`src/sv/jpa_pkg.sv`:
```
// ----------------------------------------------------------------------------
// Joystick port with autofire: shared package
// Item kinds, event codes, register indexes, axis codes and the structs that
// travel between the top level and the state unit.
// ----------------------------------------------------------------------------
package jpa_pkg;

  // Field widths of the channels.
  localparam int unsigned KindWidth  = 2;
  localparam int unsigned EventWidth = 3;
  localparam int unsigned PortWidth  = 8;
  localparam int unsigned CfgIdxWidth  = 2;
  localparam int unsigned CfgDataWidth = 17;
  localparam int unsigned BurstWidth   = 17;
  localparam int unsigned HalfWidth    = 8;

  // Default sizes of the shot and frame counters.
  localparam int unsigned ShotCountWidthDef  = 16;
  localparam int unsigned FrameCountWidthDef = 8;

  // Register reset values.
  localparam logic [BurstWidth-1:0] BurstReset = 17'h1FFFF;
  localparam logic [HalfWidth-1:0]  HalfReset  = 8'd10;

  // Kind of an input item. The unused code behaves as a port read.
  typedef enum logic [KindWidth-1:0] {
    KIND_EVENT  = 2'd0,
    KIND_TICK   = 2'd1,
    KIND_READ   = 2'd2,
    KIND_SPARE  = 2'd3
  } kind_e;

  // Joystick event codes.
  typedef enum logic [EventWidth-1:0] {
    EV_UP        = 3'd0,
    EV_DOWN      = 3'd1,
    EV_LEFT      = 3'd2,
    EV_RIGHT     = 3'd3,
    EV_FIRE      = 3'd4,
    EV_REL_X     = 3'd5,
    EV_REL_Y     = 3'd6,
    EV_REL_XY    = 3'd7
  } event_e;

  // Configuration register indexes.
  typedef enum logic [CfgIdxWidth-1:0] {
    CFG_AUTOFIRE = 2'd0,
    CFG_SHOTS    = 2'd1,
    CFG_HALF     = 2'd2,
    CFG_NONE     = 2'd3
  } cfg_idx_e;

  // Axis positions.
  typedef enum logic [1:0] {
    AXIS_CENTER = 2'd0,
    AXIS_PLUS   = 2'd1,
    AXIS_SPARE  = 2'd2,
    AXIS_MINUS  = 2'd3
  } axis_e;

  // Autofire settings as stored by the configuration port.
  typedef struct packed {
    logic                  autofire_enable;
    logic [BurstWidth-1:0] shots_per_burst;
    logic [HalfWidth-1:0]  half_period_frames;
  } cfg_t;

  // Joystick position and button as seen on the port.
  typedef struct packed {
    axis_e axis_x;
    axis_e axis_y;
    logic  fire_down;
  } joy_t;

  // Active-low port byte from the joystick state and the mouse bits.
  function automatic logic [PortWidth-1:0] port_value(joy_t joy,
                                                      logic [PortWidth-1:0] mouse);
    logic [PortWidth-1:0] r;
    r = '1;
    if (joy.axis_y == AXIS_MINUS) r[0] = 1'b0;
    if (joy.axis_y == AXIS_PLUS)  r[1] = 1'b0;
    if (joy.axis_x == AXIS_MINUS) r[2] = 1'b0;
    if (joy.axis_x == AXIS_PLUS)  r[3] = 1'b0;
    if (joy.fire_down)            r[4] = 1'b0;
    return r & mouse;
  endfunction

endpackage

```
`src/sv/jpa_if.sv`:
```
// ----------------------------------------------------------------------------
// Joystick port with autofire: channel interfaces
// Valid/ready channels for input items, result items and register writes.
// ----------------------------------------------------------------------------

// Input items: event, frame tick or port read.
interface jpa_in_if import jpa_pkg::*; ();
  logic                  valid;
  logic                  ready;
  logic [KindWidth-1:0]  kind;
  logic [EventWidth-1:0] event_code;
  logic                  fire_off;
  logic [PortWidth-1:0]  mouse_bits;

  modport source (output valid, kind, event_code, fire_off, mouse_bits,
                  input ready);
  modport sink   (input valid, kind, event_code, fire_off, mouse_bits,
                  output ready);
endinterface

// Result items: the active-low port byte.
interface jpa_out_if import jpa_pkg::*; ();
  logic                 valid;
  logic                 ready;
  logic [PortWidth-1:0] port_bits;

  modport source (output valid, port_bits, input ready);
  modport sink   (input valid, port_bits, output ready);
endinterface

// Register writes.
interface jpa_cfg_if import jpa_pkg::*; ();
  logic                    valid;
  logic                    ready;
  logic [CfgIdxWidth-1:0]  index;
  logic [CfgDataWidth-1:0] data;

  modport source (output valid, index, data, input ready);
  modport sink   (input valid, index, data, output ready);
endinterface

```
`src/sv/jpa_state.sv`:
```
// ----------------------------------------------------------------------------
// Joystick port with autofire: state unit
// Holds axes, button, shot count and frame counter, and updates them for
// each accepted item.
// ----------------------------------------------------------------------------
module jpa_state import jpa_pkg::*; #(
  parameter int unsigned SHOT_COUNT_WIDTH  = ShotCountWidthDef,
  parameter int unsigned FRAME_COUNT_WIDTH = FrameCountWidthDef
) (
  input  logic                  clk_i,
  input  logic                  rst_ni,
  input  logic                  step_i,
  input  kind_e                 kind_i,
  input  logic [EventWidth-1:0] event_code_i,
  input  logic                  fire_off_i,
  input  cfg_t                  cfg_i,
  output joy_t                  joy_next_o
);

  localparam logic [32:0] ShotMaxWide = (33'd1 << SHOT_COUNT_WIDTH) - 33'd1;
  localparam logic [31:0] ShotMax     = ShotMaxWide[31:0];

  joy_t                         joy_q, joy_d;
  logic [SHOT_COUNT_WIDTH-1:0]  shots_q, shots_d;
  logic                         unlim_q, unlim_d;
  logic [FRAME_COUNT_WIDTH-1:0] frames_q, frames_d;

  logic [FRAME_COUNT_WIDTH-1:0] half_masked;
  logic [FRAME_COUNT_WIDTH-1:0] frames_dec;
  logic [31:0]                  burst_ext;
  logic [SHOT_COUNT_WIDTH-1:0]  burst_sat;
  logic                         burst_active;

  // Half period cut or widened to the frame counter, burst size saturated.
  always_comb begin
    logic [HalfWidth+FRAME_COUNT_WIDTH-1:0] half_ext;
    half_ext    = {{FRAME_COUNT_WIDTH{1'b0}}, cfg_i.half_period_frames};
    half_masked = half_ext[FRAME_COUNT_WIDTH-1:0];
    burst_ext   = {16'd0, cfg_i.shots_per_burst[15:0]};
    burst_sat   = (burst_ext > ShotMax) ? ShotMax[SHOT_COUNT_WIDTH-1:0]
                                        : burst_ext[SHOT_COUNT_WIDTH-1:0];
    frames_dec  = frames_q - {{(FRAME_COUNT_WIDTH-1){1'b0}}, 1'b1};
  end

  assign burst_active = unlim_q || (shots_q != '0);

  // Next state for the accepted item.
  always_comb begin
    joy_d    = joy_q;
    shots_d  = shots_q;
    unlim_d  = unlim_q;
    frames_d = frames_q;
    case (kind_i)
      KIND_EVENT: begin
        if (fire_off_i) begin
          if (!cfg_i.autofire_enable) joy_d.fire_down = 1'b0;
        end else begin
          case (event_e'(event_code_i))
            EV_UP:     joy_d.axis_y = AXIS_MINUS;
            EV_DOWN:   joy_d.axis_y = AXIS_PLUS;
            EV_LEFT:   joy_d.axis_x = AXIS_MINUS;
            EV_RIGHT:  joy_d.axis_x = AXIS_PLUS;
            EV_FIRE: begin
              if (!cfg_i.autofire_enable) begin
                joy_d.fire_down = 1'b1;
              end else if (burst_active) begin
                // A press during a burst stops it at once.
                shots_d         = '0;
                unlim_d         = 1'b0;
                joy_d.fire_down = 1'b0;
              end else begin
                // Load a new burst; the top bit marks an unlimited one.
                if (cfg_i.shots_per_burst[BurstWidth-1]) begin
                  unlim_d = 1'b1;
                  shots_d = '0;
                end else begin
                  unlim_d = 1'b0;
                  shots_d = burst_sat;
                end
                joy_d.fire_down = 1'b1;
                frames_d        = half_masked;
              end
            end
            EV_REL_X:  joy_d.axis_x = AXIS_CENTER;
            EV_REL_Y:  joy_d.axis_y = AXIS_CENTER;
            EV_REL_XY: begin
              joy_d.axis_x = AXIS_CENTER;
              joy_d.axis_y = AXIS_CENTER;
            end
            default: begin
              joy_d.axis_x = AXIS_CENTER;
              joy_d.axis_y = AXIS_CENTER;
            end
          endcase
        end
      end
      KIND_TICK: begin
        // Count down; on reaching zero toggle the button if a burst runs.
        if (frames_q != '0) begin
          frames_d = frames_dec;
          if ((frames_dec == '0) && cfg_i.autofire_enable &&
              (cfg_i.half_period_frames != '0) && burst_active) begin
            if (joy_q.fire_down) begin
              joy_d.fire_down = 1'b0;
              if (!unlim_q) shots_d = shots_q - {{(SHOT_COUNT_WIDTH-1){1'b0}}, 1'b1};
            end else begin
              joy_d.fire_down = 1'b1;
            end
            frames_d = half_masked;
          end
        end
      end
      default: ;
    endcase
  end

  // State registers, updated only on accepted items.
  always_ff @(posedge clk_i or negedge rst_ni) begin
    if (!rst_ni) begin
      joy_q    <= '{axis_x: AXIS_CENTER, axis_y: AXIS_CENTER, fire_down: 1'b0};
      shots_q  <= '0;
      unlim_q  <= 1'b0;
      frames_q <= '0;
    end else if (step_i) begin
      joy_q    <= joy_d;
      shots_q  <= shots_d;
      unlim_q  <= unlim_d;
      frames_q <= frames_d;
    end
  end

  assign joy_next_o = joy_d;

endmodule

```
`src/sv/joystick_port_autofire.sv`:
```
// ----------------------------------------------------------------------------
// Joystick port with autofire: top level
// Emulated control port. Every item (event, frame tick, port read) returns
// the active-low port byte after that item's update.
// ----------------------------------------------------------------------------
// The result of an accepted item is loaded into the output register.
// Throughput: one item per cycle while results are taken; the state unit updates in the accepting cycle.
// The input side stays ready while the output register is empty or being taken.
// Reset clears axes, button, burst and frame counter; autofire is off,
// bursts are unlimited and the half period is ten frames.
module joystick_port_autofire import jpa_pkg::*; #(
  parameter int unsigned SHOT_COUNT_WIDTH  = ShotCountWidthDef,
  parameter int unsigned FRAME_COUNT_WIDTH = FrameCountWidthDef
) (
  input  logic       clk_i,
  input  logic       rst_ni,
  jpa_in_if.sink     in_chan,
  jpa_out_if.source  out_chan,
  jpa_cfg_if.sink    cfg_chan
);

  cfg_t                 cfg_q;
  logic                 out_valid_q;
  logic [PortWidth-1:0] port_q;
  logic                 step;
  joy_t                 joy_next;

  // Register writes are always taken.
  assign cfg_chan.ready = 1'b1;

  always_ff @(posedge clk_i or negedge rst_ni) begin
    if (!rst_ni) begin
      cfg_q <= '{autofire_enable: 1'b0, shots_per_burst: BurstReset,
                 half_period_frames: HalfReset};
    end else if (cfg_chan.valid) begin
      case (cfg_idx_e'(cfg_chan.index))
        CFG_AUTOFIRE: cfg_q.autofire_enable    <= cfg_chan.data[0];
        CFG_SHOTS:    cfg_q.shots_per_burst    <= cfg_chan.data[BurstWidth-1:0];
        CFG_HALF:     cfg_q.half_period_frames <= cfg_chan.data[HalfWidth-1:0];
        default: ;
      endcase
    end
  end

  // An item is taken whenever the output register is free or draining.
  assign in_chan.ready = !out_valid_q || out_chan.ready;
  assign step          = in_chan.valid && in_chan.ready;

  jpa_state #(
    .SHOT_COUNT_WIDTH  (SHOT_COUNT_WIDTH),
    .FRAME_COUNT_WIDTH (FRAME_COUNT_WIDTH)
  ) u_state (
    .clk_i        (clk_i),
    .rst_ni       (rst_ni),
    .step_i       (step),
    .kind_i       (kind_e'(in_chan.kind)),
    .event_code_i (in_chan.event_code),
    .fire_off_i   (in_chan.fire_off),
    .cfg_i        (cfg_q),
    .joy_next_o   (joy_next)
  );

  // Output register holding one result item.
  always_ff @(posedge clk_i or negedge rst_ni) begin
    if (!rst_ni) begin
      out_valid_q <= 1'b0;
    end else if (step) begin
      out_valid_q <= 1'b1;
    end else if (out_chan.ready) begin
      out_valid_q <= 1'b0;
    end
  end

  always_ff @(posedge clk_i) begin
    if (step) begin
      port_q <= port_value(joy_next, in_chan.mouse_bits);
    end
  end

  assign out_chan.valid     = out_valid_q;
  assign out_chan.port_bits = port_q;

endmodule

```
`src/flat_wrapper.sv`:
```
// flat-port wrapper written by rule: the top's interface ports become plain ports
module joystick_port_autofire_flat import jpa_pkg::*;
#(
  parameter int unsigned SHOT_COUNT_WIDTH  = ShotCountWidthDef,
  parameter int unsigned FRAME_COUNT_WIDTH = FrameCountWidthDef
)
  (clk_i, rst_ni, in_chan_valid, in_chan_kind, in_chan_event_code, in_chan_fire_off, in_chan_mouse_bits, in_chan_ready, out_chan_valid, out_chan_port_bits, out_chan_ready, cfg_chan_valid, cfg_chan_index, cfg_chan_data, cfg_chan_ready);
  jpa_in_if in_chan_i ();
  jpa_out_if out_chan_i ();
  jpa_cfg_if cfg_chan_i ();
  input  logic clk_i;
  input  logic rst_ni;
  input wire logic [$bits(in_chan_i.valid)-1:0] in_chan_valid;
  input wire logic [$bits(in_chan_i.kind)-1:0] in_chan_kind;
  input wire logic [$bits(in_chan_i.event_code)-1:0] in_chan_event_code;
  input wire logic [$bits(in_chan_i.fire_off)-1:0] in_chan_fire_off;
  input wire logic [$bits(in_chan_i.mouse_bits)-1:0] in_chan_mouse_bits;
  output wire logic [$bits(in_chan_i.ready)-1:0] in_chan_ready;
  output wire logic [$bits(out_chan_i.valid)-1:0] out_chan_valid;
  output wire logic [$bits(out_chan_i.port_bits)-1:0] out_chan_port_bits;
  input wire logic [$bits(out_chan_i.ready)-1:0] out_chan_ready;
  input wire logic [$bits(cfg_chan_i.valid)-1:0] cfg_chan_valid;
  input wire logic [$bits(cfg_chan_i.index)-1:0] cfg_chan_index;
  input wire logic [$bits(cfg_chan_i.data)-1:0] cfg_chan_data;
  output wire logic [$bits(cfg_chan_i.ready)-1:0] cfg_chan_ready;
  assign in_chan_i.valid = in_chan_valid;
  assign in_chan_i.kind = in_chan_kind;
  assign in_chan_i.event_code = in_chan_event_code;
  assign in_chan_i.fire_off = in_chan_fire_off;
  assign in_chan_i.mouse_bits = in_chan_mouse_bits;
  assign in_chan_ready = in_chan_i.ready;
  assign out_chan_valid = out_chan_i.valid;
  assign out_chan_port_bits = out_chan_i.port_bits;
  assign out_chan_i.ready = out_chan_ready;
  assign cfg_chan_i.valid = cfg_chan_valid;
  assign cfg_chan_i.index = cfg_chan_index;
  assign cfg_chan_i.data = cfg_chan_data;
  assign cfg_chan_ready = cfg_chan_i.ready;
  joystick_port_autofire #(.SHOT_COUNT_WIDTH(SHOT_COUNT_WIDTH), .FRAME_COUNT_WIDTH(FRAME_COUNT_WIDTH)) u_core (.clk_i(clk_i), .rst_ni(rst_ni), .in_chan(in_chan_i), .out_chan(out_chan_i), .cfg_chan(cfg_chan_i));
endmodule
```
`config.mk`:
```
export PLATFORM = sky130hd
export DESIGN_NAME = joystick_port_autofire_flat
export DESIGN_NICKNAME = d
export VERILOG_FILES = /design/src/sv/jpa_pkg.sv /design/src/sv/jpa_if.sv /design/src/sv/jpa_state.sv /design/src/sv/joystick_port_autofire.sv /design/src/flat_wrapper.sv
export SDC_FILE = /design/constraint.sdc
export NUM_CORES = 1
export LEC_CHECK = 0
export BUFFER_PORTS_ARGS = -buffer_cell sky130_fd_sc_hd__buf_2
export CAP_MARGIN = 15
export CORE_MARGIN = 2
export CORE_UTILIZATION = 40
export DETAILED_ROUTE_END_ITERATION = 10
export SYNTH_ARGS = -nofsm -noshare
export SYNTH_HDL_FRONTEND = slang
export SYNTH_SLANG_ARGS = --single-unit
export TNS_END_PERCENT = 20
```
`constraint.sdc`:
```
create_clock -name clk_i -period 3.1 [get_ports clk_i]
set_input_delay 0.465 -clock clk_i [delete_from_list [all_inputs] [get_ports clk_i]]
set_output_delay 0.465 -clock clk_i [all_outputs]
set_load 0.01 [all_outputs]
```
==> flow_metrics.env, run 1 <==
export IMPL_outcome="complete, no violations"
export IMPL_end_kind="flip-flop"
export IMPL_wirelength_mm=8.17
export IMPL_drtIter0Drc=208
export IMPL_synthTopCellsByArea="dfrtp_1, dfstp_2, mux2_2, edfxtp_1, a21oi_1"
export IMPL_p_sw_share_pct=32.5
export IMPL_row_count=34
export IMPL_crit_required_ns=3.31
export IMPL_synth_common_cells="dfrtp_1, nor2_1, nand2_1"
export IMPL_synthCells=348
export IMPL_critPathLaunch="u_core.u_state.shots_q[0]"
export IMPL_cts_tree="done"
export IMPL_seq_area_frac_synth_pct=46.9
export IMPL_seqPwrFrac_pct=49.1
export IMPL_power_density_mw_per_mm2=591
export IMPL_io_pins=49
export IMPL_cts_htree_levels=3
export IMPL_avgSynthCellArea_um2=10.4
export IMPL_clockBufferDepth=2
export IMPL_synth_area_leader_cell="dfrtp_1"
export IMPL_fmax_mhz=383
export IMPL_grt_pass1_wl_mm=14.2
export IMPL_critPathMaxFanout=10
export IMPL_synthDistinctLibCells=65
export IMPL_timing_final_crit_share_pct=84.2
export IMPL_vias=2874
export IMPL_seqCellArea_mm2=0.00169
export IMPL_numCtsBuffers=9
export IMPL_criticalPathCategory="reg -> reg"
export IMPL_gp_congestion=0.806
export IMPL_pwr_share_comb_pct=25.8
export IMPL_synth_top_area_share_pct=26.4
export IMPL_p_leak_nw=1.70
export IMPL_fill_cells=814
export IMPL_cts_setup_buffers=0
export IMPL_multi_input_area_mm2=0.00179
export IMPL_fp_dieH_um=98.9
export IMPL_drcViolationCount=0
export IMPL_arrival_ns=2.82
export IMPL_synth_edf_count=8
export IMPL_portBuffers=47
export IMPL_viasPerCell=5.60
export IMPL_synth_fp_nets=389
export IMPL_cts_sinks=65
export IMPL_coreArea_mm2=0.00872
export IMPL_startpoint_type="flip-flop"
export IMPL_ys_seq_elements=65
export IMPL_start_util_pct=41.3
export IMPL_die_x_um=98.9
export IMPL_cap_viol_max_count=0
export IMPL_tightest_slew_ns=0.851
export IMPL_rr_startpoint="u_core.u_state.shots_q[0]"
export IMPL_wire_per_inst_um=15.9
export IMPL_rsz0062_at_grt="false"
export IMPL_grt_pass1_vias=2908
export IMPL_async_flop_share_pct=87.7
export IMPL_diodes=0
export IMPL_grt_total_usage_pct=17.9
export IMPL_final_layout_size_suffix_gt1_share_pct=32.3
export IMPL_grt_overflow_total=0
export IMPL_dp_hpwl_mm=5.97
export IMPL_die_area_mm2=0.00979
export IMPL_areaGrowthSynthToFinish_pct=14.8
export IMPL_grt_max_degree=22
export IMPL_root_buffer="clkbuf_8"
export IMPL_ctsResizeCount=0
export IMPL_antenna_found_initial=0
export IMPL_yosys_warnings=0
export IMPL_relSlewSlack_pct=43.1
export IMPL_fin_nets=441
export IMPL_cts_hold_buf=0
export IMPL_hold_violations=0
export IMPL_p_clk_share_pct=25.1
export IMPL_syn_cell_area_mm2=0.00361
export IMPL_dr_pass1_iters=4
export IMPL_clock_skew_ns=0.0144
export IMPL_place_area_mm2=0.00397
export IMPL_clock_latency_ns=0.33
export IMPL_setup_tns_ns=0
export IMPL_setup_viol=0
export IMPL_p_sw_mw=0.795
export IMPL_synthMostInstantiatedCell="dfrtp_1"
export IMPL_slew_viol_final=0
export IMPL_intPower_mw=1.65
export IMPL_hp_class="in -> async"
export IMPL_design_area_mm2=0.00414
export IMPL_clk_pin_slew_ns=0.07
export IMPL_vdd_drop_max_mv=0.226
export IMPL_synthFlopType="dfrtp_1"
export IMPL_postRouteAntennaNets=0
export IMPL_fin_crit_ns=2.61
[area by class of cell]
cell class | instances | share of cell area [%]
clock buffer | 12 | 3.51
inverter | 13 | 1.18
tap | 108 | 3.26
clock inverter | 4 | 0.484
sequential | 65 | 40.8
timing repair buffer | 57 | 7.50
multi-input combinational | 254 | 43.2
[power by group through the flow]
| stage | logic [mW] | registers [mW] | clock network, mW |
|---|---|---|---|
| floorplan | 0.493 | 1.17 | 0 |
| global placement | 0.623 | 1.21 | 0 |
| detailed placement | 0.633 | 1.21 | 0 |
| CTS | 0.636 | 1.20 | 0.634 |
| global route | 0.716 | 1.23 | 0.674 |
| finish | 0.632 | 1.20 | 0.614 |
[kinds of logic after synthesis]
logic type	after synthesis	share of synthesized area [%]
xor gates and xnor gates	3	0.729
buffers and inverters	29	3.50
adders and majority gates	3	1.04
and+or+nand+nor	127	20.7
DFF	65	46.9
AOI/OAI and AO/OA	93	18.6
muxes	27	8.40
other	1	0.104
[cell usage in the layout (no fill, tap or decap), drive strengths merged, types with 3 or more instances in the layout]
cell,instances
buf,57
dfrtp,38
nor2,30
nand2,28
mux2,26
a21oi,24
dfstp,19
o21ai,19
inv,13
clkbuf,12
nand3,11
nor3,10
o2bb2ai,9
edfxtp,8
a21boi,7
or4,6
o31ai,6
nand2b,5
o211ai,5
a22oi,5
or3,5
nor4,5
nor2b,4
clkinv,4
nor3b,4
nand4,4
and2,3
nand3b,3
ha,3
nor4b,3
[critical path, stage by stage (launching register included)]
cell      delay, ns
dfrtp_1        0.40
inv_1          0.10
ha_1           0.19
nor3b_4        0.37
and4_1         0.30
a21oi_1        0.11
nor2_1         0.47
a21boi_0       0.20
a311o_1        0.35
[through the flow]
stage | power, mW | setup WS [ns] | hold WS (ns) | utilization (%) | cells
after CTS | 2.47 | 0.497 | 0.0647 | 47.5 | 513
final | 2.45 | 0.488 | 0.0616 | 47.5 | 513
after detailed placement | 1.85 | 0.512 | 0.432 | 45.6 | 497
after global routing | 2.62 | 0.245 | 0.0845 | 47.5 | 513
after floorplan | 1.66 | 0.809 | 0.169 | - | 348
after global placement | 1.83 | 0.535 | 0.432 | 45.6 | 497
[worst paths after layout]
kind	to	slack, ns	depth (start not counted)
setup / recovery	u_core.u_state.frames_q[7]	0.49	8
hold / removal	u_core.u_state.shots_q[11]	0.06	1
setup reg to reg	u_core.u_state.frames_q[7]	0.49	8
hold reg to reg	u_core.u_state.joy_q[2]	0.51	2
max in group asynchronous	u_core.cfg_q[23]	2.34	2
min in group clk_i	u_core.out_chan.port_bits[5]	0.30	1
[per-layer routing]
layer  GRT usage (%)  up-vias  wire length (um)  part of all wire (%)
met4            6.01        0                89                   1.1
met2            26.9       84              3610                    44
met3            3.33        7               406                   5.0
met1            25.9     1390              4060                    50
met5               0        -                 0                     0
li1                -     1393                 -                     -
[flip-flops by register name, indices dropped and copies added, names as in the netlist]
signal	count
u_core.out_chan.port_bits	8
u_core.cfg_q	26
u_core.u_state.shots_q	16
u_core.u_state.unlim_q	1
u_core.out_chan.valid	1
u_core.u_state.joy_q	5
u_core.u_state.frames_q	8
(Power assumes the default switching activity.)
==> inputs of run 2 (changes only) <==
==> constraint.sdc (replaced) <==
create_clock -name clk_i -period 2.6 [get_ports clk_i]
set_input_delay 0.39 -clock clk_i [delete_from_list [all_inputs] [get_ports clk_i]]
set_output_delay 0.39 -clock clk_i [all_outputs]
set_load 0.01 [all_outputs]
==> run 2 against run 1 <==
Fmax grew 8.5%. Critical path depth is the same. Via count grew 0.52%. First-iteration DRC count shrank 41%. Clock skew grew 0.0018 ns. Sequential power grew 19%. Hold slack gained 0.12 ns. Count of clock-buffer cells in the layout grew 2. Die area is the same. Non-clock buffer count grew 9. Sequential cell count is the same. Register-to-register slack lost 0.29 ns. Critical endpoint is now u_core.u_state.shots_q[1]. Highest routed layer unchanged.
==> flow_metrics.env, run 2 (synthesis results as in run 1) <==
export IMPL_finalWorstSetupSlack_ns=0.194
export IMPL_r2r_end="u_core.u_state.shots_q[1]"
export IMPL_vdd_drop_max_mv=0.342
export IMPL_clock_skew_ns=0.0162
export IMPL_final_layout_size_suffix_gt1_share_pct=34.8
export IMPL_crit_slowest_cell="or4_1"
export IMPL_hold_violations=0
export IMPL_seqPwrFrac_pct=47.1
export IMPL_start_util_pct=41.3
export IMPL_critical_path_max_stage_delay_ns=0.59
export IMPL_multi_input_area_mm2=0.00182
export IMPL_power_density_mw_per_mm2=714
export IMPL_wirelength_mm=8.33
export IMPL_wire_per_inst_um=16.0
export IMPL_die_x_um=98.9
export IMPL_drtIter0Drc=123
export IMPL_reg2reg_slack_ns=0.19
export IMPL_root_buffer="clkbuf_8"
export IMPL_cap_viol_max_count=0
export IMPL_final_common_cell="buf_2"
export IMPL_p_leak_nw=1.77
export IMPL_numCtsBuffers=9
export IMPL_fill_cells=826
export IMPL_die_area_mm2=0.00979
export IMPL_clockBufferDepth=2
export IMPL_end_kind="flip-flop"
export IMPL_largest_register_ffs=26
export IMPL_pwr_share_comb_pct=26.4
export IMPL_dp_hpwl_mm=5.92
export IMPL_path_cells="inv_1 -> ha_2 -> nor3b_4 -> nand2_1 -> xnor2_2 -> or4_1 -> a21oi_2 -> mux2i_1"
export IMPL_crit_required_ns=2.86
export IMPL_p_clk_share_pct=26.5
export IMPL_dr_pass1_iters=4
export IMPL_viasPerCell=5.53
export IMPL_drcViolationCount=0
export IMPL_crit_buf_inv=1
export IMPL_gp_congestion=0.807
export IMPL_grt_total_usage_pct=18.1
export IMPL_diodes=0
export IMPL_startpoint_type="flip-flop"
export IMPL_p_sw_mw=0.979
export IMPL_cts_hold_buf=0
export IMPL_outcome="complete, no violations"
export IMPL_regMostFlops="u_core.cfg_q"
export IMPL_grt_max_degree=58
export IMPL_grt_pass1_wl_mm=14.1
export IMPL_reg_top3="u_core.cfg_q (26), u_core.u_state.shots_q (16)"
export IMPL_cts_tree="done"
export IMPL_arrival_ns=2.66
export IMPL_portBuffers=47
export IMPL_fmax_mhz=416
export IMPL_hp_class="in -> async"
export IMPL_criticalPathCategory="reg -> reg"
export IMPL_setup_viol=0
export IMPL_seqCellArea_mm2=0.00169
export IMPL_fin_crit_ns=2.41
export IMPL_slew_viol_final=0
export IMPL_row_count=34
export IMPL_cts_htree_levels=3
export IMPL_setup_tns_ns=0
export IMPL_vias=2889
export IMPL_intPower_mw=2.06
export IMPL_io_pins=49
export IMPL_grt_pass1_vias=2886
export IMPL_cts_sinks=65
export IMPL_critPathTopFamily="simple AND/OR/NAND/NOR gates"
export IMPL_postRouteAntennaNets=0
export IMPL_p_sw_share_pct=32.2
export IMPL_critPathMaxFanout=5
export IMPL_areaGrowthSynthToFinish_pct=18.0
export IMPL_relSlewSlack_pct=51.2
export IMPL_reg2reg_depth=8
export IMPL_coreArea_mm2=0.00872
export IMPL_antenna_found_initial=0
export IMPL_fp_dieH_um=98.9
export IMPL_layout_common_cells="buf_2, dfrtp_1, nor2_1"
export IMPL_grt_overflow_total=0
export IMPL_rsz0062_at_grt="false"
export IMPL_clock_latency_ns=0.34
export IMPL_tightest_slew_ns=0.731
export IMPL_timing_final_crit_share_pct=92.5
export IMPL_clk_pin_slew_ns=0.07
export IMPL_rr_startpoint="u_core.u_state.frames_q[1]"
export IMPL_fin_nets=450
export IMPL_post_place_ws_ns=0.0299
## run 2: cell type report
type,count,share of cell area (%)
clock buffers,14,4.06
clock inverters,2,0.294
inverters,13,1.15
multi-input cells,254,42.7
flip-flops and latches,65,39.7
well taps,108,3.17
repair buffers,66,8.97
## run 2: per-layer routing
layer	routed length, um	up-vias	share of wire (%)	global-route usage [%]
met5	0	-	0	0
met4	78	0	0.94	7.06
met3	340	6	4.1	2.98
met2	3720	72	45	27.2
met1	4190	1405	50	26.1
li1	-	1406	-	-
## run 2: what timing repair did
action / in CTS / in global routing
setup buffers: 0 / 1
resized for setup: 0 / 6
setup endpoints to repair: 0 / 21
## run 2: power groups by stage
stage / clock [mW] / combinational, mW / sequential (mW)
2_1_floorplan: 0 / 0.588 / 1.39
6_report: 0.806 / 0.802 / 1.43
5_1_grt: 0.877 / 0.907 / 1.46
3_3_place_gp: 0 / 0.777 / 1.43
4_1_cts: 0.835 / 0.795 / 1.43
3_5_place_dp: 0 / 0.794 / 1.44
## run 2: worst reg2reg max path, cell delays in order, from the launching register on
cell     delay (ns)
dfrtp_1        0.42
inv_1          0.12
ha_2           0.22
nor3b_4        0.22
nand2_1        0.11
xnor2_2        0.21
or4_1          0.59
a21oi_2        0.23
mux2i_1        0.20
## run 2: metrics by stage
| step | utilization, % | instances | hold slack [ns] | total power [mW] | cell area, um2 |
|---|---|---|---|---|---|
| 2_1_floorplan | - | 348 | 0.0944 | 1.98 | 3610 |
| 3_3_place_gp | 46.3 | 505 | 0.498 | 2.21 | 4030 |
| 3_5_place_dp | 46.3 | 505 | 0.506 | 2.23 | 4030 |
| 4_1_cts | 48.4 | 521 | 0.206 | 3.06 | 4220 |
| 5_1_grt | 48.8 | 522 | 0.205 | 3.24 | 4260 |
| 6_report | 48.8 | 522 | 0.184 | 3.04 | 4260 |
## run 2: worst max path at each step
stage	startpoint	to	slack [ns]	depth (start not counted)
6_report	u_core.u_state.frames_q[1]	u_core.u_state.shots_q[1]	0.19	8
3_5_place_dp	u_core.u_state.frames_q[1]	u_core.u_state.shots_q[1]	0.03	8
2_1_floorplan	u_core.u_state.frames_q[0]	u_core.u_state.shots_q[1]	0.31	8
3_3_place_gp	u_core.u_state.frames_q[1]	u_core.u_state.shots_q[1]	0.14	8
5_1_grt	u_core.u_state.shots_q[0]	u_core.u_state.shots_q[13]	0.01	10
4_1_cts	u_core.u_state.frames_q[1]	u_core.u_state.shots_q[1]	0.02	8
==> inputs of run 3 (changes only) <==
--- a/config.mk
+++ b/config.mk
@@ -7,6 +7,7 @@
 export LEC_CHECK = 0
 export BUFFER_PORTS_ARGS = -buffer_cell sky130_fd_sc_hd__buf_2
 export CAP_MARGIN = 15
+export CORE_ASPECT_RATIO = 1.25
 export CORE_MARGIN = 2
 export CORE_UTILIZATION = 40
 export DETAILED_ROUTE_END_ITERATION = 10
==> run 3 against run 2 <==
Clock skew down 0.0059 ns. Power down 2.1%. Highest routed layer unchanged. Count of clock-buffer cells in the layout down 5. Hold slack worse by 0.077 ns. Sequential share of layout area up 0.058 points. Critical path depth unchanged. Non-clock buffer count down 2. Largest power group unchanged. Critical endpoint unchanged.
==> flow_metrics.env, run 3 (synthesis results as in run 1) <==
export IMPL_outcome="complete, no violations"
export IMPL_drcViolationCount=0
export IMPL_final_layout_size_suffix_gt1_share_pct=35.0
export IMPL_antenna_found_initial=0
export IMPL_wire_per_inst_um=15.4
export IMPL_postRouteAntennaNets=0
export IMPL_layout_common_cells="buf_2, dfrtp_1, nor2_1"
export IMPL_cts_tree="done"
export IMPL_dp_cells=516
export IMPL_met1_usage_pct=22.2
export IMPL_design_area_mm2=0.00425
export IMPL_fin_cells=532
export IMPL_fin_nets=448
export IMPL_fp_dieH_um=110
export IMPL_start_util_pct=41.4
export IMPL_dr_pass1_iters=4
export IMPL_areaGrowthSynthToFinish_pct=17.9
export IMPL_vias=2909
export IMPL_clock_skew_ns=0.0102
export IMPL_wirelength_mm=8.20
export IMPL_grt_pass1_wl_mm=13.8
export IMPL_die_area_mm2=0.00980
export IMPL_io_pins=49
export IMPL_place_area_mm2=0.00405
export IMPL_grt_max_degree=30
export IMPL_clockBufferDepth=2
export IMPL_fmax_mhz=408
export IMPL_grt_pass1_vias=2885
export IMPL_fill_cells=827
export IMPL_grt_use_met2_pct=31.8
export IMPL_cts_sinks=65
export IMPL_row_count=38
export IMPL_top_usage_layer="met2"
export IMPL_critPathMaxFanout=5
export IMPL_regMostFlops="u_core.cfg_q"
export IMPL_timing_final_crit_share_pct=94.3
export IMPL_drtIter0Drc=126
export IMPL_end_kind="flip-flop"
export IMPL_criticalPathCategory="reg -> reg"
export IMPL_portBuffers=47
export IMPL_numCtsBuffers=9
export IMPL_crit_required_ns=2.86
export IMPL_power_density_mw_per_mm2=700
export IMPL_clk_pin_slew_ns=0.08
export IMPL_post_place_ws_ns=0.0670
export IMPL_grt_util_met3_pct=4.54
export IMPL_cts_htree_levels=3
export IMPL_reg_top3="u_core.cfg_q (26), u_core.u_state.shots_q (16)"
export IMPL_finalWorstSetupSlack_ns=0.148
export IMPL_viasPerCell=5.47
export IMPL_vdd_drop_max_mv=0.317
export IMPL_clock_latency_ns=0.34
export IMPL_setup_viol=0
export IMPL_startpoint_type="flip-flop"
export IMPL_die_x_um=88.9
export IMPL_grt_total_usage_pct=18.3
export IMPL_total_power_mw=2.97
export IMPL_hp_class="in -> async"
export IMPL_coreArea_mm2=0.00870
export IMPL_tightest_slew_ns=0.712
export IMPL_grt_overflow_total=0
export IMPL_largest_register_ffs=26
export IMPL_root_buffer="clkbuf_8"
export IMPL_p_leak_nw=1.75
export IMPL_dp_hpwl_mm=6.05
export IMPL_slew_viol_final=0
export IMPL_setup_tns_ns=0
export IMPL_cap_viol_max_count=0
export IMPL_final_common_cell="buf_2"
export IMPL_relSlewSlack_pct=52.5
export IMPL_fin_crit_ns=2.45
export IMPL_gp_congestion=0.825
export IMPL_hold_violations=0
export IMPL_diodes=0
export IMPL_arrival_ns=2.71
## run 3: cell count changes in the layout (fill, tap and decap cells not counted), moves of 2 or more
cell / previous run / this run
clkbuf_1: 2 / 0
clkinvlp_4: 1 / 4
buf_4: 18 / 16
clkbuf_8: 12 / 9
## run 3: worst max-delay path, cell delays in order, from the launching register on
cell and delay (ns):
dfrtp_1 0.41, inv_1 0.11, ha_1 0.23, nor3b_4 0.26, nand2_1 0.13, xnor2_2 0.21
or4_1 0.60, a21oi_2 0.21, mux2i_1 0.21
## run 3: final cells by class
class                      count  area (um2)  share of cell area, %
multi-input combinational    254        1820                   42.7
tap                          120         150                   3.53
clock inverter                 7        46.3                   1.09
sequential                    65        1690                   39.8
inverter                      13        48.8                   1.15
clock buffer                   9         124                   2.91
timing repair buffer          64         375                   8.83
## run 3: path summary, 6_finish.rpt
path                       slack [ns]  depth (start not counted)                       start                      endpoint
setup / recovery                 0.15                          8  u_core.u_state.frames_q[1]     u_core.u_state.shots_q[1]
hold / removal                   0.11                          1                      rst_ni               u_core.cfg_q[7]
setup reg to reg                 0.15                          8  u_core.u_state.frames_q[1]     u_core.u_state.shots_q[1]
max in group asynchronous        1.82                          2                      rst_ni              u_core.cfg_q[23]
min in group clk_i               0.23                          1       in_chan_mouse_bits[5]  u_core.out_chan.port_bits[5]
hold reg to reg                  0.52                          2     u_core.u_state.joy_q[2]       u_core.u_state.joy_q[2]
## run 3: what timing repair did
item | CTS | global route
setup buffers | 0 | 0
resized for setup | 0 | 5
endpoints found under the setup margin | 0 | 11
hold buffers | 0 | 0
## run 3: metrics by stage
stage | util, % | hold slack [ns]
after detailed placement | 46.6 | 0.481
final | 48.8 | 0.106
after CTS | 48.5 | 0.0988
after global placement | 46.6 | 0.491
after global routing | 48.8 | 0.136
after floorplan | - | 0.0944
## run 3: layer usage
metal / wire [um] / share of wire (%) / vias up
met5: 0 / 0 / -
met4: 85 / 1.0 / 0
met3: 367 / 4.5 / 8
met2: 4240 / 52 / 61
met1: 3500 / 43 / 1438
li1: - / - / 1402
## run 3: where the power goes
group | internal [mW] | switching (mW)
combinational | 0.383 | 0.419
clock | 0.342 | 0.400
sequential | 1.25 | 0.178
total | 1.98 | 0.998
